===== src/stepgen_pkg.sv =====
package stepgen_pkg;

    localparam int POS_BITS   = 24;
    localparam int TIMER_BITS = 20;
    localparam int STEPS_W    = 24;
    localparam int SCALE_W    = 6;
    localparam int PERIOD_W   = 20;
    localparam int HALF_W     = 16;
    localparam int CFG_W      = 24;
    localparam int CFG_IDX_W  = 3;
    localparam int CMD_W      = 2;
    localparam int STATUS_W   = 2;

    // signed product of steps and the zero-extended scale
    localparam int SCALED_W   = STEPS_W + SCALE_W + 1;
    // position plus scaled count, one bit of headroom
    localparam int TARGET_W   = SCALED_W + 1;

    typedef enum logic [CMD_W-1:0] {
        CMD_TICK = 2'd0,
        CMD_MOVE = 2'd1,
        CMD_HOME = 2'd2
    } cmd_t;

    typedef enum logic [STATUS_W-1:0] {
        ST_OK    = 2'd0,
        ST_RANGE = 2'd1,
        ST_BUSY  = 2'd2
    } status_t;

    typedef enum logic [1:0] {
        MODE_IDLE = 2'd0,
        MODE_MOVE = 2'd1,
        MODE_HOME = 2'd2
    } mode_t;

    typedef enum logic [1:0] {
        PH_SETTLE = 2'd0,
        PH_HIGH   = 2'd1,
        PH_LOW    = 2'd2,
        PH_PAUSE  = 2'd3
    } phase_t;

    typedef enum logic [CFG_IDX_W-1:0] {
        REG_MIN_POS  = 3'd0,
        REG_MAX_POS  = 3'd1,
        REG_SCALE    = 3'd2,
        REG_PERIOD   = 3'd3,
        REG_HALF     = 3'd4,
        REG_REVERSE  = 3'd5
    } reg_idx_t;

    typedef struct packed {
        logic signed [POS_BITS-1:0] min_position;
        logic signed [POS_BITS-1:0] max_position;
        logic [SCALE_W-1:0]         step_scale;
        logic [PERIOD_W-1:0]        step_period;
        logic [HALF_W-1:0]          pulse_half;
        logic                       reverse_dir;
    } cfg_t;

    typedef struct packed {
        logic                       step_out;
        logic                       dir_out;
        logic                       awake_out;
        logic signed [POS_BITS-1:0] axis_position;
        logic                       busy_res;
        logic [STATUS_W-1:0]        status;
    } result_t;

endpackage


===== src/stepgen_core.sv =====
module stepgen_core
    import stepgen_pkg::*;
(
    input  logic                      clk,
    input  logic                      rst_n,
    input  logic                      accept,
    input  logic [CMD_W-1:0]          command,
    input  logic signed [STEPS_W-1:0] steps,
    input  logic                      home_sensor,
    input  cfg_t                      cfg,
    output result_t                   res
);

    logic [POS_BITS-1:0]   position_reg,  position_next;
    logic [POS_BITS-1:0]   remaining_reg, remaining_next;
    logic                  dir_reg,       dir_next;
    mode_t                 mode_reg,      mode_next;
    phase_t                phase_reg,     phase_next;
    logic [TIMER_BITS-1:0] timer_reg,     timer_next;
    logic                  awake_reg,     awake_next;
    status_t               status_now;

    logic signed [SCALED_W-1:0] scaled;
    logic signed [TARGET_W-1:0] target;
    logic [SCALED_W-1:0]        scaled_mag;
    logic                       out_of_window;
    logic [TIMER_BITS-1:0]      half_ticks;
    logic [TIMER_BITS-1:0]      period_ticks;

    assign half_ticks   = TIMER_BITS'(cfg.pulse_half);
    assign period_ticks = TIMER_BITS'(cfg.step_period);

    // move window check
    assign scaled        = steps * $signed({1'b0, cfg.step_scale});
    assign target        = TARGET_W'($signed(position_reg)) + TARGET_W'(scaled);
    assign out_of_window = (target > TARGET_W'(cfg.max_position))
                        || (target < TARGET_W'(cfg.min_position));
    assign scaled_mag    = scaled[SCALED_W-1] ? SCALED_W'(-scaled) : SCALED_W'(scaled);

    // next state
    always_comb
    begin
        logic do_tick;
        logic do_pulse;
        position_next  = position_reg;
        remaining_next = remaining_reg;
        dir_next       = dir_reg;
        mode_next      = mode_reg;
        phase_next     = phase_reg;
        timer_next     = timer_reg;
        awake_next     = awake_reg;
        status_now     = ST_OK;
        do_tick        = 1'b0;
        do_pulse       = 1'b0;

        if ((command == CMD_MOVE) || (command == CMD_HOME))
        begin
            if (mode_reg != MODE_IDLE)
            begin
                status_now = ST_BUSY;
                do_tick    = 1'b1;
            end
            else if (command == CMD_MOVE)
            begin
                if (out_of_window)
                begin
                    status_now = ST_RANGE;
                end
                else
                begin
                    dir_next       = scaled[SCALED_W-1];
                    remaining_next = scaled_mag[POS_BITS-1:0];
                    mode_next      = MODE_MOVE;
                    phase_next     = PH_SETTLE;
                    timer_next     = half_ticks;
                end
            end
            else
            begin
                awake_next     = 1'b1;
                dir_next       = 1'b1;
                remaining_next = '0;
                mode_next      = MODE_HOME;
                phase_next     = PH_SETTLE;
                timer_next     = half_ticks;
            end
        end
        else
        begin
            do_tick = 1'b1;
        end

        if (do_tick && (mode_reg != MODE_IDLE))
        begin
            if (timer_reg > TIMER_BITS'(1))
            begin
                timer_next = timer_reg - TIMER_BITS'(1);
            end
            else
            begin
                unique case (phase_reg)
                    PH_HIGH:
                    begin
                        phase_next = PH_LOW;
                        timer_next = half_ticks;
                    end
                    PH_LOW:
                    begin
                        if (cfg.step_period == '0)
                        begin
                            do_pulse = 1'b1;
                        end
                        else
                        begin
                            phase_next = PH_PAUSE;
                            timer_next = period_ticks;
                        end
                    end
                    PH_SETTLE, PH_PAUSE:
                    begin
                        do_pulse = 1'b1;
                    end
                    default:
                    begin
                        do_pulse = 1'b1;
                    end
                endcase
            end
        end

        // end of settle or pause (or of the low phase when the period is zero): next pulse or finish
        if (do_pulse)
        begin
            if (mode_reg == MODE_MOVE)
            begin
                if (remaining_reg == '0)
                begin
                    mode_next  = MODE_IDLE;
                    phase_next = PH_SETTLE;
                    timer_next = '0;
                end
                else
                begin
                    remaining_next = remaining_reg - POS_BITS'(1);
                    position_next  = dir_reg ? position_reg - POS_BITS'(1)
                                             : position_reg + POS_BITS'(1);
                    phase_next     = PH_HIGH;
                    timer_next     = half_ticks;
                end
            end
            else if (home_sensor)
            begin
                position_next = '0;
                awake_next    = 1'b0;
                mode_next     = MODE_IDLE;
                phase_next    = PH_SETTLE;
                timer_next    = '0;
            end
            else
            begin
                phase_next = PH_HIGH;
                timer_next = half_ticks;
            end
        end
    end

    // result fields seen after this item
    always_comb
    begin
        res.step_out      = (mode_next != MODE_IDLE) && (phase_next == PH_HIGH);
        res.dir_out       = dir_next ^ cfg.reverse_dir;
        res.awake_out     = awake_next;
        res.axis_position = $signed(position_next);
        res.busy_res      = (mode_next != MODE_IDLE);
        res.status        = status_now;
    end

    always_ff @(posedge clk or negedge rst_n)
    begin
        if (!rst_n)
        begin
            position_reg  <= '0;
            remaining_reg <= '0;
            dir_reg       <= 1'b0;
            mode_reg      <= MODE_IDLE;
            phase_reg     <= PH_SETTLE;
            timer_reg     <= '0;
            awake_reg     <= 1'b0;
        end
        else if (accept)
        begin
            position_reg  <= position_next;
            remaining_reg <= remaining_next;
            dir_reg       <= dir_next;
            mode_reg      <= mode_next;
            phase_reg     <= phase_next;
            timer_reg     <= timer_next;
            awake_reg     <= awake_next;
        end
    end

    // idle always parks the sequencer
    a_idle_parked: assert property (@(posedge clk) disable iff (!rst_n)
        (mode_reg == MODE_IDLE) |-> (phase_reg == PH_SETTLE) && (timer_reg == '0))
        else $error("idle with sequencer not parked");

    // a rejected move leaves the position alone
    a_range_keeps_pos: assert property (@(posedge clk) disable iff (!rst_n)
        (accept && (status_now == ST_RANGE)) |=> (position_reg == $past(position_reg))
                                               && (mode_reg == MODE_IDLE))
        else $error("out of range move changed state");

    // busy rejection only while a run is active
    a_busy_only_active: assert property (@(posedge clk) disable iff (!rst_n)
        (accept && (status_now == ST_BUSY)) |-> (mode_reg != MODE_IDLE))
        else $error("busy status while idle");

    // homing only ever clears the position
    a_home_pos: assert property (@(posedge clk) disable iff (!rst_n)
        (accept && (mode_reg == MODE_HOME))
            |=> (position_reg == $past(position_reg)) || (position_reg == '0))
        else $error("position counted while homing");

    // the driver only sleeps again when homing finishes
    a_sleep_on_home: assert property (@(posedge clk) disable iff (!rst_n)
        $fell(awake_reg) |-> ($past(mode_reg) == MODE_HOME) && (mode_reg == MODE_IDLE))
        else $error("driver put to sleep outside homing");

endmodule


===== src/stepper_axis_step_generator.sv =====
// step/direction generator for one stepper axis
//
// s_* channel: one transfer per 1 us tick; s_tuser carries the command
// (tick, move request, home request), s_tdata the step count and the home
// sensor level. every transfer, requests included, advances the timers by
// one tick and yields exactly one result transfer on the m_* channel.
// m_tdata carries the pin levels (step, dir, enable), the tracked position
// and the busy flag; m_tuser carries the request status.
//
// the result is registered in the output register, or in the skid on a stall; one item
// per cycle sustained while m_tready is high, by the single registered sequencer pass.
// a two-entry result queue (output register plus skid) keeps s_tready high after
// m_tready drops until the skid fills; s_tready falls only with both full.
//
// cfg_we/cfg_addr/cfg_wdata write the limit, scale, timing and reverse registers;
// write only while no run is active and all results are taken.
// reset: axis idle, driver asleep, position zero, result queue empty,
// registers at their documented defaults.
module stepper_axis_step_generator
    import stepgen_pkg::*;
(
    input  logic                 clk,
    input  logic                 rst_n,
    // slave side
    input  logic                 s_tvalid,
    output logic                 s_tready,
    input  logic [31:0]          s_tdata,   // steps[23:0], home_sensor[24], zero fill
    input  logic [CMD_W-1:0]     s_tuser,   // command[1:0]
    // master side
    output logic                 m_tvalid,
    input  logic                 m_tready,
    output logic [31:0]          m_tdata,   // step_out[0], dir_out[1], awake_out[2],
                                            // axis_position[26:3], busy_res[27], zero fill
    output logic [STATUS_W-1:0]  m_tuser,   // status[1:0]
    // configuration writes
    input  logic                 cfg_we,
    input  logic [CFG_IDX_W-1:0] cfg_addr,
    input  logic [CFG_W-1:0]     cfg_wdata
);

    cfg_t    cfg_reg;
    result_t res_now;
    result_t out_reg;
    result_t skid_reg;
    logic    out_valid_reg;
    logic    skid_valid_reg;
    logic    s_accept;
    logic    out_load;

    // configuration registers
    always_ff @(posedge clk or negedge rst_n)
    begin
        if (!rst_n)
        begin
            cfg_reg.min_position <= POS_BITS'(0);
            cfg_reg.max_position <= POS_BITS'(2000);
            cfg_reg.step_scale   <= SCALE_W'(1);
            cfg_reg.step_period  <= PERIOD_W'(600);
            cfg_reg.pulse_half   <= HALF_W'(100);
            cfg_reg.reverse_dir  <= 1'b0;
        end
        else if (cfg_we)
        begin
            unique case (cfg_addr)
                REG_MIN_POS: cfg_reg.min_position <= $signed(cfg_wdata[POS_BITS-1:0]);
                REG_MAX_POS: cfg_reg.max_position <= $signed(cfg_wdata[POS_BITS-1:0]);
                REG_SCALE:   cfg_reg.step_scale   <= cfg_wdata[SCALE_W-1:0];
                REG_PERIOD:  cfg_reg.step_period  <= cfg_wdata[PERIOD_W-1:0];
                REG_HALF:    cfg_reg.pulse_half   <= cfg_wdata[HALF_W-1:0];
                REG_REVERSE: cfg_reg.reverse_dir  <= cfg_wdata[0];
                default:     ;
            endcase
        end
    end

    // room as long as the skid entry is free
    assign s_tready = !skid_valid_reg;
    assign s_accept = s_tvalid && s_tready;

    stepgen_core u_core (
        .clk         (clk),
        .rst_n       (rst_n),
        .accept      (s_accept),
        .command     (s_tuser),
        .steps       ($signed(s_tdata[STEPS_W-1:0])),
        .home_sensor (s_tdata[STEPS_W]),
        .cfg         (cfg_reg),
        .res         (res_now)
    );

    // output register loads whenever it is empty or being drained
    assign out_load = !out_valid_reg || m_tready;

    always_ff @(posedge clk or negedge rst_n)
    begin
        if (!rst_n)
        begin
            out_valid_reg  <= 1'b0;
            skid_valid_reg <= 1'b0;
        end
        else if (out_load)
        begin
            out_valid_reg  <= skid_valid_reg || s_accept;
            skid_valid_reg <= skid_valid_reg && s_accept;
        end
        else if (s_accept)
        begin
            skid_valid_reg <= 1'b1;
        end
    end

    // result payload, no reset needed
    always_ff @(posedge clk)
    begin
        if (out_load)
        begin
            if (skid_valid_reg)
            begin
                out_reg <= skid_reg;
            end
            else if (s_accept)
            begin
                out_reg <= res_now;
            end
        end
        if (s_accept && (skid_valid_reg || !out_load))
        begin
            skid_reg <= res_now;
        end
    end

    assign m_tvalid = out_valid_reg;
    assign m_tdata  = {4'b0000, out_reg.busy_res, out_reg.axis_position,
                       out_reg.awake_out, out_reg.dir_out, out_reg.step_out};
    assign m_tuser  = out_reg.status;

endmodule

===== config.mk =====
export PLATFORM = sky130hd
export DESIGN_NAME = stepper_axis_step_generator
export DESIGN_NICKNAME = d
export VERILOG_FILES = /design/src/stepgen_pkg.sv /design/src/stepgen_core.sv /design/src/stepper_axis_step_generator.sv
export SDC_FILE = /design/constraint.sdc
export NUM_CORES = 1
export LEC_CHECK = 0
export BUFFER_PORTS_ARGS = -buffer_cell sky130_fd_sc_hd__clkbuf_2
export CORE_MARGIN = 3
export CORE_UTILIZATION = 50
export DETAILED_ROUTE_END_ITERATION = 12
export PLACE_DENSITY = 0.75
export SKIP_LAST_GASP = 1
export SLEW_MARGIN = 20
export SYNTH_ARGS = -nofsm -noshare
export SYNTH_HDL_FRONTEND = slang
export SYNTH_HIERARCHICAL = 1
export SYNTH_SLANG_ARGS = --single-unit

===== constraint.sdc =====
create_clock -name clk -period 17.14 [get_ports clk]
set_input_delay 3.428 -clock clk [delete_from_list [all_inputs] [get_ports clk]]
set_output_delay 3.428 -clock clk [all_outputs]
set_load 0.01 [all_outputs]

==> impl_metrics.tcl <==
set metrics [dict create \
    status "complete, no violations" \
    slowest_delay_ns 0.55 \
    startpoint_type "primary input" \
    endpoint "m_tdata[0]$_DFFE_PP_" \
    wl_um 53100 \
    yosys_register_bits 227 \
    synth.top_cells.by_count "212 x inv_1, 191 x ha_1, 153 x dfrtp_1" \
    drcViolationCount 0 \
    clk_latency_ns 0.54 \
    first_pass_iters 6 \
    die_h_um 210 \
    antenna_found_initial 0 \
    path_clk_slew_ns 0.06 \
    final-setup-viol-count 0 \
    final_area_mm2 0.0226 \
    r2r_cells 33 \
    final_nets 2614 \
    required_ns 17.42 \
    synth-warning-count 6 \
    critPathSlowestCell "fa_1" \
    tightestPinTransition_ns 1.10 \
    syn_area_mm2 0.0209 \
    cts_setup_buffers 0 \
    slew_viol_final 0 \
    yosysMostFrequentCell "inv_1" \
    root_buffer "clkbuf_16" \
    finalCriticalPeriod_ns 12.91 \
    netlist.area_leader.share_pct 18.3 \
    numCtsBuffers 25 \
    yosysUniqueCellTypes 101 \
    r2r_slack_ns 6.35 \
    period_share_pct 75.3 \
    synth_ff_type "dfrtp_1" \
    gp_congestion 0.938 \
    whs_path_depth 1 \
    drive_above_1_share_pct 14.3 \
    layout-area-overhead-vs-synth_pct 8.28 \
    antenna_cells 0 \
    crit_fanout 12 \
    yosys.area.top_type "dfrtp_1" \
    cp-startpoint "s_tdata[6]" \
    start_util_pct 50.9 \
    fin_skew_ns 0.0192 \
    min_from "cfg_reg[58]$_DFFE_PN0P_" \
    cts_resized 0 \
    slew_headroom_pct 26.9 \
    dieArea_mm2 0.0443 \
    synthArstFlopShare_pct 73.6 \
    grt_use_total_pct 23.6 \
    cts_buffer_depth 3 \
    dp_hpwl_um 40300 \
    core_area_mm2 0.0410 \
    rr_startpoint "cfg_reg[38]$_DFFE_PN0P_" \
    grt_pass1_wl_um 86600 \
    postCtsHoldBufs 0 \
    synth_edf_count 60 \
    rows 74 \
    critPathArrivalTime_ns 13.19 \
    top_level_ports 102 \
    criticalPathCategory "in -> reg" \
    r2r_end "m_tdata[0]$_DFFE_PP_" \
    die-width_um 210 \
    drtIter0Drc 1269 \
    grt_overflow_total 0 \
    synth.area.top_cells "dfrtp_1 18%, ha_1 11%, fa_1 9.7%" \
    synth_cells 2193 \
    drtAntennaViolNets 0 \
    via_count 16900 \
    syn_area_per_cell_um2 9.53 \
    cts.sinks 227 \
    finalHoldViolations 0 \
    end_kind "register" \
    port_buffers 90 \
    grt_max_degree 95 \
    htreeDepth 1 \
    cts_tree "done" \
    placed_cell_area_mm2 0.0218 \
    wl_per_cell_um 18.9 \
    rsz0062_at_grt "false" \
    fmax_mhz 77.5 \
    hold_class "reg -> reg" \
    cap_violations 0 \
    ys_seq_area_share_pct 28.7 \
    largest_reg_flops 91 \
    first_global_vias 16900 \
    tns_ns 0 \
    viasPerCell 6.01 \
]
[critical path, delay by kind of cell]
family	cells	cell delay, ns
xor+xnor	1	0.39
fa+ha+maj	7	3.20
compound gates	19	5.12
mux	1	0.26
simple gates	3	0.54
buf+inv	3	0.23
[layout make-up]
| type | instances | area [um2] |
|---|---|---|
| Inverter | 212 | 796 |
| Timing Repair Buffer | 108 | 592 |
| Tap cell | 532 | 666 |
| Multi-Input combinational cell | 1682 | 13700 |
| Clock inverter | 15 | 168 |
| Fill cell | 3582 | 18400 |
| Sequential cell | 227 | 6000 |
| Clock buffer | 30 | 654 |
[placed cells by master, fill, tap and decap left out, types with 43 or more instances in the layout]
master    instances
inv_1           212
ha_1            191
dfrtp_1         153
a21oi_1         145
nand2_1         130
and2_1          126
nor2_1          124
o21ai_0         119
mux2_2          109
fa_1            101
clkbuf_2         89
xnor2_1          73
edfxtp_1         60
nor3_1           43
[worst min path at each step]
| stage | slack [ns] | end |
|---|---|---|
| after global routing | 0.50 | cfg_reg[58]$_DFFE_PN0P_ |
| final | 0.49 | cfg_reg[58]$_DFFE_PN0P_ |
| after floorplan | 0.46 | cfg_reg[44]$_DFFE_PN0P_ |
| after global placement | 0.47 | cfg_reg[48]$_DFFE_PN0P_ |
| after detailed placement | 0.48 | cfg_reg[58]$_DFFE_PN0P_ |
| after CTS | 0.49 | cfg_reg[58]$_DFFE_PN0P_ |
[cell families after synthesis]
family | count (synthesis) | synth area share [%]
simple gates | 614 | 15.7
compound gates | 524 | 16.5
fa+ha+maj | 292 | 21.1
buf+inv | 287 | 5.72
flops | 227 | 28.7
mux | 140 | 7.69
xor+xnor | 108 | 4.56
other cells | 1 | 0.0180
[per-layer routing]
layer / global-route usage, % / part of all wire, % / routed length, um / up-vias
li1: - / - / - / 7920
met1: 32.4 / 44 / 23300 / 8338
met2: 39.4 / 47 / 25200 / 505
met3: 4.02 / 6.5 / 3440 / 90
met4: 5.66 / 2.1 / 1110 / 0
met5: 0 / 0 / 0 / -
[stage by stage]
stage          util (%)  hold slack, ns  setup WS (ns)  std cells
3_3_place_gp       53.1           0.467           3.91       2761
4_1_cts            55.1           0.490           4.30       2806
5_1_grt            55.1           0.496           3.79       2806
3_5_place_dp       53.1           0.476           3.80       2761
2_1_floorplan         -           0.458           5.34       2196
6_report           55.1           0.487           4.23       2806
Power is not shown: default switching activity piles up to over one toggle a cycle in this logic, so the estimate is an artifact.
